==> config.mk <==
export PLATFORM = sky130hd
export DESIGN_NAME = url_form_decoder_eol_normalizer
export DESIGN_NICKNAME = d
export VERILOG_FILES = /design/src/rtl/ufd_pkg.sv /design/src/rtl/ufd_front.sv /design/src/rtl/ufd_queue.sv /design/src/rtl/ufd_back.sv /design/src/rtl/url_form_decoder_eol_normalizer.sv
export SDC_FILE = /design/constraint.sdc
export NUM_CORES = 1
export LEC_CHECK = 0
export ABC_AREA = 1
export BUFFER_PORTS_ARGS = -buffer_cell sky130_fd_sc_hd__buf_4
export CAP_MARGIN = 15
export CORE_MARGIN = 1.5
export CORE_UTILIZATION = 63
export DETAILED_ROUTE_END_ITERATION = 6
export PLACE_DENSITY = 0.8
export SYNTH_ARGS = -nofsm -noshare
export SYNTH_HDL_FRONTEND = slang
export SYNTH_SLANG_ARGS = --single-unit
export TNS_END_PERCENT = 50
==> constraint.sdc <==
create_clock -name clk -period 5.35 [get_ports clk]
set_clock_uncertainty 0.2 [all_clocks]
set_input_delay 0.535 -clock clk [delete_from_list [all_inputs] [get_ports clk]]
set_output_delay 0.535 -clock clk [all_outputs]
set_load 0.1 [all_outputs]
==> src/rtl/ufd_pkg.sv <==
// types, constants and helpers of the form decoder with line-end normalization
// no dependencies
`timescale 1ns / 1ps

package ufd_pkg;

	localparam logic [7:0] CH_PLUS  = 8'h2B;
	localparam logic [7:0] CH_PCT   = 8'h25;
	localparam logic [7:0] CH_SPACE = 8'h20;
	localparam logic [7:0] CH_CR    = 8'h0D;
	localparam logic [7:0] CH_LF    = 8'h0A;

	localparam int QUEUE_DEPTH = 4;
	localparam int QUEUE_AW    = $clog2(QUEUE_DEPTH);
	localparam int QUEUE_CW    = $clog2(QUEUE_DEPTH + 1);

	// decoded bytes held by one queue entry
	localparam int ENTRY_BYTES = 3;

	typedef enum logic [1:0] {
		PH_NONE  = 2'd0,
		PH_PCT   = 2'd1,
		PH_DIGIT = 2'd2
	} phase_t;

	typedef enum logic [1:0] {
		SKIP_NONE = 2'd0,
		SKIP_LF   = 2'd1,
		SKIP_CR   = 2'd2
	} skip_t;

	typedef struct packed {
		logic [7:0] in_byte;
		logic       in_last;
	} in_item_t;

	typedef struct packed {
		logic [7:0] out_byte;
		logic       has_byte;
		logic       run_last;
		logic       string_end;
	} out_item_t;

	// decoded bytes of one transaction, handed from front to back
	typedef struct packed {
		logic [ENTRY_BYTES-1:0][7:0] bytes;
		logic [1:0]                  count;
		logic                        last;
	} entry_t;

	// {valid, value}
	function automatic logic [4:0] hex_digit(input logic [7:0] c);
		logic [4:0] r;
		r = 5'd0;
		if (c >= 8'h30 && c <= 8'h39) begin
			r = {1'b1, 4'(c - 8'h30)};
		end else if (c >= 8'h61 && c <= 8'h66) begin
			r = {1'b1, 4'(c - 8'h61 + 8'd10)};
		end else if (c >= 8'h41 && c <= 8'h46) begin
			r = {1'b1, 4'(c - 8'h41 + 8'd10)};
		end
		return r;
	endfunction

endpackage

==> src/rtl/ufd_front.sv <==
// front part: accepts raw characters, resolves escapes and '+', cuts at a decoded zero
// depends on ufd_pkg
`timescale 1ns / 1ps

module ufd_front (
	input  logic              clk,
	input  logic              arst_n,
	input  logic              item_valid,
	input  ufd_pkg::in_item_t item,
	output logic              item_stall,
	input  logic              q_full,
	output logic              push,
	output ufd_pkg::entry_t   push_entry
);

	ufd_pkg::phase_t phase_q, phase_d;
	logic [7:0]      held_q, held_d;
	logic            trunc_q, trunc_d;

	logic [ufd_pkg::ENTRY_BYTES-1:0][7:0] d;
	logic [1:0]  n;
	logic [4:0]  hc;
	logic [4:0]  hh;
	logic        do_plain;
	logic        found;
	logic        accept;
	logic [7:0]  c;

	assign item_stall = q_full;
	assign accept     = item_valid && !q_full;
	assign c          = item.in_byte;

	always_comb begin
		d        = '0;
		n        = 2'd0;
		phase_d  = phase_q;
		held_d   = held_q;
		trunc_d  = trunc_q;
		do_plain = 1'b0;
		found    = 1'b0;
		hc       = ufd_pkg::hex_digit(c);
		hh       = ufd_pkg::hex_digit(held_q);
		if (!trunc_q) begin
			case (phase_q)
				ufd_pkg::PH_DIGIT: begin
					if (hc[4]) begin
						d[n] = {hh[3:0], hc[3:0]};
						n    = n + 2'd1;
					end else begin
						d[n]     = ufd_pkg::CH_PCT;
						n        = n + 2'd1;
						d[n]     = held_q;
						n        = n + 2'd1;
						do_plain = 1'b1;
					end
					phase_d = ufd_pkg::PH_NONE;
					held_d  = 8'd0;
				end
				ufd_pkg::PH_PCT: begin
					if (hc[4]) begin
						phase_d = ufd_pkg::PH_DIGIT;
						held_d  = c;
					end else begin
						d[n]     = ufd_pkg::CH_PCT;
						n        = n + 2'd1;
						phase_d  = ufd_pkg::PH_NONE;
						do_plain = 1'b1;
					end
				end
				default: begin
					do_plain = 1'b1;
				end
			endcase
			if (do_plain) begin
				if (c == ufd_pkg::CH_PLUS) begin
					d[n] = ufd_pkg::CH_SPACE;
					n    = n + 2'd1;
				end else if (c == ufd_pkg::CH_PCT) begin
					phase_d = ufd_pkg::PH_PCT;
				end else begin
					d[n] = c;
					n    = n + 2'd1;
				end
			end
			// flush a pending escape literally at the end of the string
			if (item.in_last) begin
				if (phase_d == ufd_pkg::PH_PCT) begin
					d[n] = ufd_pkg::CH_PCT;
					n    = n + 2'd1;
				end else if (phase_d == ufd_pkg::PH_DIGIT) begin
					d[n] = ufd_pkg::CH_PCT;
					n    = n + 2'd1;
					d[n] = held_d;
					n    = n + 2'd1;
				end
			end
			// decoded zero ends the string
			for (int i = 0; i < ufd_pkg::ENTRY_BYTES; i++) begin
				if (!found && 2'(i) < n && d[i] == 8'd0) begin
					found = 1'b1;
					n     = 2'(i);
				end
			end
			if (found) begin
				trunc_d = 1'b1;
				phase_d = ufd_pkg::PH_NONE;
				held_d  = 8'd0;
			end
		end
		if (item.in_last) begin
			phase_d = ufd_pkg::PH_NONE;
			held_d  = 8'd0;
			trunc_d = 1'b0;
		end
	end

	assign push             = accept && (n != 2'd0 || item.in_last);
	assign push_entry.bytes = d;
	assign push_entry.count = n;
	assign push_entry.last  = item.in_last;

	always_ff @(posedge clk or negedge arst_n) begin
		if (!arst_n) begin
			phase_q <= ufd_pkg::PH_NONE;
			held_q  <= 8'd0;
			trunc_q <= 1'b0;
		end else if (accept) begin
			phase_q <= phase_d;
			held_q  <= held_d;
			trunc_q <= trunc_d;
		end
	end

endmodule

==> src/rtl/ufd_queue.sv <==
// short queue of decoded entries between front and back
// depends on ufd_pkg
`timescale 1ns / 1ps

module ufd_queue (
	input  logic            clk,
	input  logic            arst_n,
	input  logic            push,
	input  ufd_pkg::entry_t push_entry,
	output logic            full,
	input  logic            pop,
	output logic            head_valid,
	output ufd_pkg::entry_t head
);

	ufd_pkg::entry_t                   mem_q [ufd_pkg::QUEUE_DEPTH];
	logic [ufd_pkg::QUEUE_AW-1:0]      wr_q;
	logic [ufd_pkg::QUEUE_AW-1:0]      rd_q;
	logic [ufd_pkg::QUEUE_CW-1:0]      cnt_q;

	assign full       = cnt_q == ufd_pkg::QUEUE_CW'(ufd_pkg::QUEUE_DEPTH);
	assign head_valid = cnt_q != '0;
	assign head       = mem_q[rd_q];

	always_ff @(posedge clk) begin
		if (push) begin
			mem_q[wr_q] <= push_entry;
		end
	end

	always_ff @(posedge clk or negedge arst_n) begin
		if (!arst_n) begin
			wr_q  <= '0;
			rd_q  <= '0;
			cnt_q <= '0;
		end else begin
			if (push) begin
				wr_q <= wr_q + 1'b1;
			end
			if (pop) begin
				rd_q <= rd_q + 1'b1;
			end
			if (push && !pop) begin
				cnt_q <= cnt_q + 1'b1;
			end else if (pop && !push) begin
				cnt_q <= cnt_q - 1'b1;
			end
		end
	end

endmodule

==> src/rtl/ufd_back.sv <==
// back part: folds CR, CRLF and LFCR into LF and sends up to three results per transaction
// depends on ufd_pkg
`timescale 1ns / 1ps

module ufd_back (
	input  logic               clk,
	input  logic               arst_n,
	input  logic               head_valid,
	input  ufd_pkg::entry_t    head,
	output logic               pop,
	output logic               res_valid,
	output ufd_pkg::out_item_t res,
	input  logic               res_stall
);

	ufd_pkg::skip_t     skip_q, sp;
	logic [1:0]         idx_q;
	logic               out_valid_q;
	ufd_pkg::out_item_t out_q;

	logic [ufd_pkg::ENTRY_BYTES-1:0][7:0] r;
	logic [1:0] nr;
	logic [1:0] n_out;
	logic       marker;
	logic       load;
	logic       fin;
	logic [7:0] b;

	always_comb begin
		sp = skip_q;
		r  = '0;
		nr = 2'd0;
		b  = 8'd0;
		for (int i = 0; i < ufd_pkg::ENTRY_BYTES; i++) begin
			if (2'(i) < head.count) begin
				b = head.bytes[i];
				if (sp == ufd_pkg::SKIP_LF && b == ufd_pkg::CH_LF) begin
					sp = ufd_pkg::SKIP_NONE;
				end else if (sp == ufd_pkg::SKIP_CR && b == ufd_pkg::CH_CR) begin
					sp = ufd_pkg::SKIP_NONE;
				end else begin
					sp = ufd_pkg::SKIP_NONE;
					if (b == ufd_pkg::CH_CR) begin
						r[nr] = ufd_pkg::CH_LF;
						sp    = ufd_pkg::SKIP_LF;
					end else if (b == ufd_pkg::CH_LF) begin
						r[nr] = ufd_pkg::CH_LF;
						sp    = ufd_pkg::SKIP_CR;
					end else begin
						r[nr] = b;
					end
					nr = nr + 2'd1;
				end
			end
		end
	end

	assign marker = head.last && nr == 2'd0;
	assign n_out  = marker ? 2'd1 : nr;
	assign load   = head_valid && (!out_valid_q || !res_stall);
	assign fin    = n_out != 2'd0 && idx_q == n_out - 2'd1;
	assign pop    = load && (n_out == 2'd0 || fin);

	assign res_valid = out_valid_q;
	assign res       = out_q;

	always_ff @(posedge clk) begin
		if (load && n_out != 2'd0) begin
			out_q.out_byte   <= marker ? 8'd0 : r[idx_q];
			out_q.has_byte   <= !marker;
			out_q.run_last   <= fin;
			out_q.string_end <= fin && head.last;
		end
	end

	always_ff @(posedge clk or negedge arst_n) begin
		if (!arst_n) begin
			skip_q      <= ufd_pkg::SKIP_NONE;
			idx_q       <= 2'd0;
			out_valid_q <= 1'b0;
		end else begin
			if (load && n_out != 2'd0) begin
				out_valid_q <= 1'b1;
			end else if (!res_stall) begin
				out_valid_q <= 1'b0;
			end
			if (pop) begin
				idx_q  <= 2'd0;
				skip_q <= head.last ? ufd_pkg::SKIP_NONE : sp;
			end else if (load) begin
				idx_q <= idx_q + 2'd1;
			end
		end
	end

endmodule

==> src/rtl/url_form_decoder_eol_normalizer.sv <==
// Form-encoded text decoder with line-end normalization, top level.
// Channels: item (raw character plus in_last) and res (decoded results),
// both valid/stall; a transaction moves on a rising edge with valid high
// and stall low. Each raw character yields zero to three results; the
// last result of a transaction carries run_last, the last of a string also
// string_end, and an in_last transaction with nothing to send yields one
// bare end marker (has_byte low).
// A taken transaction is queued; the back end registers its results.
// Throughput: one transaction per cycle while each yields at most one
// result and res_stall is low; one with more holds the back end until all
// are sent, one with none (swallowed partner of a line end) is popped
// alone. The output register sends one result a cycle while res_stall is
// low; the four-entry queue between the decode front and the normalizing
// back absorbs the bursts. Reset clears the escape, truncation and
// line-end state, the queue and the output valid. While res_stall is high
// the result holds, the queue fills and item_stall rises once it is full.
// depends on ufd_pkg, ufd_front, ufd_queue, ufd_back
`timescale 1ns / 1ps

module url_form_decoder_eol_normalizer (
	input  logic               clk,
	input  logic               arst_n,
	input  logic               item_valid,
	output logic               item_stall,
	input  ufd_pkg::in_item_t  item,
	output logic               res_valid,
	input  logic               res_stall,
	output ufd_pkg::out_item_t res
);

	logic            q_full;
	logic            push;
	logic            pop;
	logic            head_valid;
	ufd_pkg::entry_t push_entry;
	ufd_pkg::entry_t head;

	ufd_front u_front (
		.clk        (clk),
		.arst_n     (arst_n),
		.item_valid (item_valid),
		.item       (item),
		.item_stall (item_stall),
		.q_full     (q_full),
		.push       (push),
		.push_entry (push_entry)
	);

	ufd_queue u_queue (
		.clk        (clk),
		.arst_n     (arst_n),
		.push       (push),
		.push_entry (push_entry),
		.full       (q_full),
		.pop        (pop),
		.head_valid (head_valid),
		.head       (head)
	);

	ufd_back u_back (
		.clk        (clk),
		.arst_n     (arst_n),
		.head_valid (head_valid),
		.head       (head),
		.pop        (pop),
		.res_valid  (res_valid),
		.res        (res),
		.res_stall  (res_stall)
	);

endmodule

Word-level counts from Yosys, hierarchy flattened
Memory sizes are Yosys's and may differ from the RTL's.
Index checks and enable logic that the tools add are counted.
{ "classes": {"n_shift": 0, "n_mux": 132, "n_bitwise": 12, "div": 0, "mul": 0, "addsub": 21, "eq_ne": 22, "magnitude_cmp": 29, "reduce_logical": 55} }
{ "op_table": {"columns": ["operator", "count"], "rows": [
  ["$mux W24", 19],
  ["$mux W8", 21],
  ["$mux W2", 51],
  ["$bwmux W24", 4],
  ["$demux W8 S2", 5],
  ["$eq A8 B4 Y1 const B", 6],
  ["$not A18 Y18", 2],
  ["$ge A8 B7 Y1 const B", 4],
  ["$le A8 B7 Y1 const B", 4],
  ["$logic_and A1 B1 Y1", 32],
  ["$pmux W8 S2", 2],
  ["$logic_not A8 Y1", 3],
  ["$sub A4 B1 Y4 const B", 6],
  ["$and A14 B21 Y21", 1],
  ["$not A21 Y21", 1],
  ["$and A18 B18 Y18", 1],
  ["$and A6 B18 Y18", 1],
  ["$lt A2 B3 Y1 const B", 6],
  ["$mux W1", 18],
  ["$add A2 B1 Y2 const B", 8],
  ["$add A4 B4 Y4 const B", 4],
  ["$bmux W8 S2", 1],
  ["$eq A8 B6 Y1 const B", 2],
  ["$ge A8 B6 Y1 const B", 2],
  ["31 further kinds", 67]
]} }
{ "word_totals": {"mem_bits_ro": 0, "ramBits": 108, "output_inout_bits": 13, "n_memories": 1, "input_bits": 13, "latchBits": 0, "ff_bits": 34, "wordCells": 285} }
{ "mem_list": {"columns": ["name", "words", "word_bits", "read_ports", "rd_ports_with_merged_regs", "write_ports", "line", "text"], "rows": [
  ["u_queue.mem_q", 4, 27, 1, 0, 1, "ufd_queue.sv:16", "ufd_pkg::entry_t mem_q [ufd_pkg::QUEUE_DEPTH];"]
]} }

Longest topological paths before layout
{ "depth": {"word_depth": 45, "depth_mapped": 35, "depth_no_buf": 35} }

Cells and area by module
From an unflattened synthesis, not the netlist that was laid out.
{ "hier_totals": {"cells_unflattened": 1111, "area_unflattened_um2": 9090.0} }
{ "by_module_without_submodules": {"columns": ["mod", "area_each_um2", "cells_per_inst", "seq_area_each_um2", "n_inst"], "rows": [
  ["ufd_queue", 4738.3, 363, 3418.3, 1],
  ["ufd_front", 2642.5, 487, 275.3, 1],
  ["ufd_back", 1709.1, 261, 455.4, 1]
]} }

Worst setup path before layout
OpenSTA, ideal clock, no wires.
{ "synth_path": {"kind": "input to register", "start": "input port item[2] (netlist name)", "end": "register u_queue.cnt_q[2] (netlist name)", "setup_time_ns": 0.131, "setup_slack_ns": 0.371, "path_buffers": 0, "path_stages": 33, "required_time_ns": 5.019, "t_arrival_ns": 4.648, "path_cell_list": "inv_1 -> ha_1 -> o21ai_1 -> nand2_1 -> nand3_4 -> nand2_8 -> inv_2 -> o21ai_4 -> inv_1 -> ha_1 -> or2_2 -> nand2_1 -> inv_1 -> ha_1 -> o211ai_1 -> nand3_1 -> nand2_1 -> nand2_1 -> inv_1 -> nand3_1 -> nor2_2 -> nand2_2 -> nand4_1 -> nand3_2 -> nand2_2 -> nand2_4 -> inv_1 -> ha_1 -> inv_1 -> fa_1 -> a21oi_1 -> o21ai_0 -> xor2_1"} }
{ "synth_between": {"elab_chain_len": 44, "word_cells_on_any_way": 117, "cone_classes": "add/sub (8); order compare (15); eq/ne (4); mux (61); bitwise (6); reduce/logical (23)"} }
{ "synth_lines": {"columns": ["item", "line", "text"], "rows": [
  ["start, declared", "url_form_decoder_eol_normalizer.sv:25", "input ufd_pkg::in_item_t item,"],
  ["branches (longest 36 deep; another with $ge A8 B7 Y1)", null, null],
  ["$mux W2 *", "ufd_front.sv:99", "if (!found && 2'(i) < n && d[i] == 8'd0) begin"],
  ["$mux W2 *", "ufd_front.sv:43", "if (!trunc_q) begin"],
  ["$reduce_bool A2 Y1 *", "ufd_front.sv:117", "assign push = accept && (n != 2'd0 || item.in_last);"],
  ["$logic_or A1 B1 Y1 *", "ufd_front.sv:117", null],
  ["$logic_and A1 B1 Y1 *", "ufd_front.sv:117", null],
  ["net push", "url_form_decoder_eol_normalizer.sv:32", "logic push;"],
  ["$logic_not A1 Y1", "ufd_queue.sv:45", "end else if (pop && !push) begin"],
  ["$logic_and A1 B1 Y1", "ufd_queue.sv:45", null],
  ["$reduce_bool A2 Y1 (no line)", null, null],
  ["end signal, assigned", "ufd_queue.sv:44", "cnt_q <= cnt_q + 1'b1;"],
  ["end signal, assigned", "ufd_queue.sv:46", "cnt_q <= cnt_q - 1'b1;"],
  ["end, declared", "ufd_queue.sv:19", "logic [ufd_pkg::QUEUE_CW-1:0] cnt_q;"]
]} }
Mark *: on every way through the listed nets, which the timed path passes. The select of a mux whose other input is x is not followed.
A chain may end at the register's enable or synchronous reset.

Worst setup path after layout
{ "layout_path": {"start": "register u_queue.rd_q[0] (netlist name)", "end": "register u_queue.cnt_q[2] (netlist name)"} }
{ "layout_between": {"elab_chain_len": 28, "word_cells_on_any_way": 56, "cone_classes": "add/sub (3); order compare (3); eq/ne (11); mux (21); reduce/logical (17); memory (1)"} }
{ "layout_lines": {"columns": ["item", "line", "text"], "rows": [
  ["start, declared", "ufd_queue.sv:18", "logic [ufd_pkg::QUEUE_AW-1:0] rd_q;"],
  ["start signal, assigned", "ufd_queue.sv:41", "rd_q <= rd_q + 1'b1;"],
  ["$mem_v2 Z4 W27 *", null, null],
  ["branches (longest 18 deep; another with $add A2 B1 Y2)", null, null],
  ["$mux W2 *", "ufd_back.sv:59", "assign n_out = marker ? 2'd1 : nr;"],
  ["$sub A2 B1 Y2", "ufd_back.sv:61", "assign fin = n_out != 2'd0 && idx_q == n_out - 2'd1;"],
  ["$eq A2 B2 Y1", "ufd_back.sv:61", null],
  ["$logic_and A1 B1 Y1", "ufd_back.sv:61", null],
  ["$logic_or A1 B1 Y1 *", "ufd_back.sv:62", "assign pop = load && (n_out == 2'd0 || fin);"],
  ["$logic_and A1 B1 Y1 *", "ufd_back.sv:62", null],
  ["$logic_not A1 Y1", "ufd_queue.sv:43", "if (push && !pop) begin"],
  ["$logic_and A1 B1 Y1", "ufd_queue.sv:43", null],
  ["$mux W3 / $reduce_bool A2 Y1 (equally long branches)", null, null]
]} }
Every way passes the cells marked *.

==> results.ini <==
[run_status]
status=completed

[logic_synthesis]
yosysSeqAreaShare_pct=46.5
synth_cells=1083
synth_top_area_share_pct=40.0
ys.flop_type=edfxtp_1
avgSynthCellArea_um2=8.24
synth_seq_cells=142
ys_warn_count=0
syn-num-nets=1125
netlist_area_mm2=0.00893
synth_area_leaders=edfxtp_1, nand2_1, nand3_1
synth_edf_count=119
ys_async_sr_fraction_pct=16.2
synth_area_leader_cell=edfxtp_1
synth_cell_type_count=55

[global_routing]
antenna_found_initial=0
grt-ovfl-total=0
grt_max_degree=58
grt_pass1_vias=7247
grt_first_pass_wirelength_um=37300
track_usage_pct=33.5

[floorplan]
initial_utilization_pct=64.3
row_count=43
die_area_mm2=0.0149
coreArea_mm2=0.0139
die_width_um=122
die_h_um=122
ioPinCount=26

[worst_setup_path]
rr_worst_depth=29
start_kind=flip-flop
crit_family=simple AND/OR/NAND/NOR gates
r2r-start=u_queue.rd_q[0]
slowest_delay_ns=0.62
path_depth=29
cp_num_buf_inv=4
cp-startpoint=u_queue.rd_q[0]
crit_type=reg2reg
timing.critical_path.arrival_ns=5.25
critPathCaptureType=flip-flop
cp_slowest_cell=dfrtp_4
cp.required_ns=5.46
cp_max_fo=8

[route]
wl_per_cell_um=18.6
first_pass_iters=7
drcViolationCount=0
vias_per_cell=5.99
drt_wl_total_um=24900
vias=8000
drtAntennaViolNets=0
dr.first_iter.drc_count=909

[cells_and_area]
final_area_mm2=0.0103
fin_nets=1185
regArea_mm2=0.00415
drive_above_1_share_pct=16.3
antennaDiodeCount=0
area_growth_pct=15.2
fillers=1070
multi_input_area_mm2=0.00415

[sta]
rsz0062_at_grt=yes
fmax_ghz=0.194
hold_viol=0
worst_pin_slew_ns=1.02
tns_ns=0
slew_headroom_pct=32.3
finalCritPeriodShare_pct=96.2
fin_ws_ns=0.205
slew_violations=0
period_minus_slack_ns=5.14
setup_viol=0

[power_and_ir_drop]
p_per_area_mw_per_mm2=612
ir_worst_vdd_mv=0.400
leakagePower_nw=4.59
pwr-share-clk_pct=18.1
p_int_mw=3.31
seqPwrFrac_pct=26.7
swShare_pct=47.4
p_switching_mw=2.98
power_frac_comb_pct=55.2

[placement]
gp_congestion=1.00
dp_hpwl_um=17000
pre_cts_slack_ns=0.0156
place_area_mm2=0.00941
io_buffers=25

[hold_path]
hold_depth=3
hold_path_class=in2reg
min_from=res_stall

[cts]
clockBufferDepth=2
worstSkewPairLatency_ns=0.43
cts-htree-levels=4
clockRootBuffer=clkbuf_16
numCtsBuffers=17
cts.clk_slew.worst_paths_ns=0.06
cts_tree=done
cts_sinks=142

[job]
max-cap-violations=0

## final cells by class
cell class                      count  share of cell area, %
Tap cell                          180                   2.19
Inverter                          130                   4.97
Timing Repair Buffer               66                   6.24
Clock buffer                       18                   4.27
Timing Repair inverter              2                  0.195
Sequential cell                   142                   40.4
Multi-Input combinational cell    784                   40.4
Clock inverter                     14                   1.31
## registers in the layout, indices dropped and copies added, names as in the netlist
name and count:
u_queue.cnt_q 3, u_back.skip_q 2, u_queue.mem_q 108, u_queue.wr_q 2, u_back.res 11, u_back.res_valid 1, u_front.trunc_q 1, u_front.held_q 8
u_back.idx_q 2, u_queue.rd_q 2, u_front.phase_q 2
## cells in the final DEF, fill, tap and decap left out, types with 4 or more instances in the layout
master / synthesis / final
buf_4: 7 / 54
dfrtp_1: 23 / 22
and2_1: 3 / 4
nor2_1: 83 / 80
o211ai_1: 8 / 8
nor2_4: 3 / 4
clkinvlp_4: 0 / 5
nor3_1: 10 / 10
inv_2: 8 / 6
clkbuf_16: 0 / 20
nand2_2: 15 / 24
o21ai_0: 47 / 46
ha_1: 28 / 28
nand4_1: 22 / 22
nand3b_1: 4 / 4
nand2_4: 7 / 7
o21ai_1: 3 / 4
edfxtp_1: 119 / 119
nand3_1: 120 / 117
nand3_2: 8 / 11
o22ai_1: 8 / 7
nor2_2: 11 / 13
xor2_1: 8 / 8
nand2_1: 307 / 298
inv_1: 116 / 116
a21oi_1: 55 / 54
buf_12: 0 / 7
inv_4: 3 / 4
## routing by layer
layer	vias to the layer above	track usage (%)	share of wire, %
li1	3750	-	-
met1	3728	43.3	41
met2	443	54.4	47
met3	79	7.63	8.9
met4	0	14.2	3.5
met5	-	0	0
## repair_timing
item	4_1_cts	5_1_grt
resized for setup	0	28
endpoints found under the hold margin	23	0
setup buffers	0	11
endpoints found under the setup margin	0	2
hold buffers	1	0
## stage by stage
step / hold slack, ns / instances / power [mW] / utilization (%)
final: 0.180 / 1336 / 6.29 / 74.0
after global routing: 0.184 / 1336 / 6.64 / 74.0
after CTS: 0.180 / 1319 / 5.93 / 72.0
after detailed placement: 0.283 / 1286 / 4.78 / 67.8
after global placement: 0.280 / 1286 / 4.72 / 67.8
after floorplan: 0.0394 / 1083 / 3.99 / -
## worst min-delay path, cell delays in order
cell     delay, ns
buf_4         0.07
nand2_1       0.06
o21ai_0       0.09
## Yosys cell counts (2+ instances only)
cell,n
a21oi_1,55
a21oi_2,2
a22oi_1,2
a32oi_1,2
and2_1,3
buf_1,2
buf_2,7
buf_4,7
buf_6,7
clkbuf_1,4
clkinv_1,3
dfrtp_1,23
edfxtp_1,119
ha_1,28
inv_1,116
inv_2,8
inv_4,3
nand2_1,307
nand2_2,15
nand2_4,7
nand3_1,120
nand3_2,8
nand3b_1,4
nand4_1,22
nand4_2,2
nand4_4,2
nor2_1,83
nor2_2,11
nor2_4,3
nor3_1,10
o211ai_1,8
o21ai_0,47
o21ai_1,3
o22a_1,2
o22ai_1,8
o2bb2ai_1,2
o31ai_1,2
xnor2_1,2
xor2_1,8
## worst paths after layout
check                                   endpoint  slack [ns]
worst max-delay path            u_queue.cnt_q[2]        0.21
worst min-delay path            u_back.res_valid        0.18
worst max register to register  u_queue.cnt_q[2]        0.21
worst min register to register  u_back.skip_q[1]        0.33
max in group asynchronous        u_queue.rd_q[0]        4.24
min in group asynchronous        u_back.idx_q[0]        0.38
## cells by family (layout without fill, tap and decap cells)
group / after synthesis / after routing / synth area share [%]
and+or+nand+nor: 607 / 607 / 31.8
buffers and inverters: 157 / 230 / 7.67
DFF: 142 / 142 / 46.5
AOI/OAI and AO/OA: 137 / 137 / 8.82
adders and majority gates: 29 / 29 / 4.15
xor gates and xnor gates: 10 / 10 / 0.981
muxes: 1 / 1 / 0.126
## power by group through the flow
stage	logic (mW)	clock network (mW)	registers, mW
after global placement	3.06	0	1.66
after floorplan	2.03	0	1.97
after global routing	3.75	1.18	1.70
after CTS	3.14	1.14	1.65
final	3.47	1.14	1.68
after detailed placement	3.11	0	1.67
Note: power is estimated with default switching activity, not from simulation.
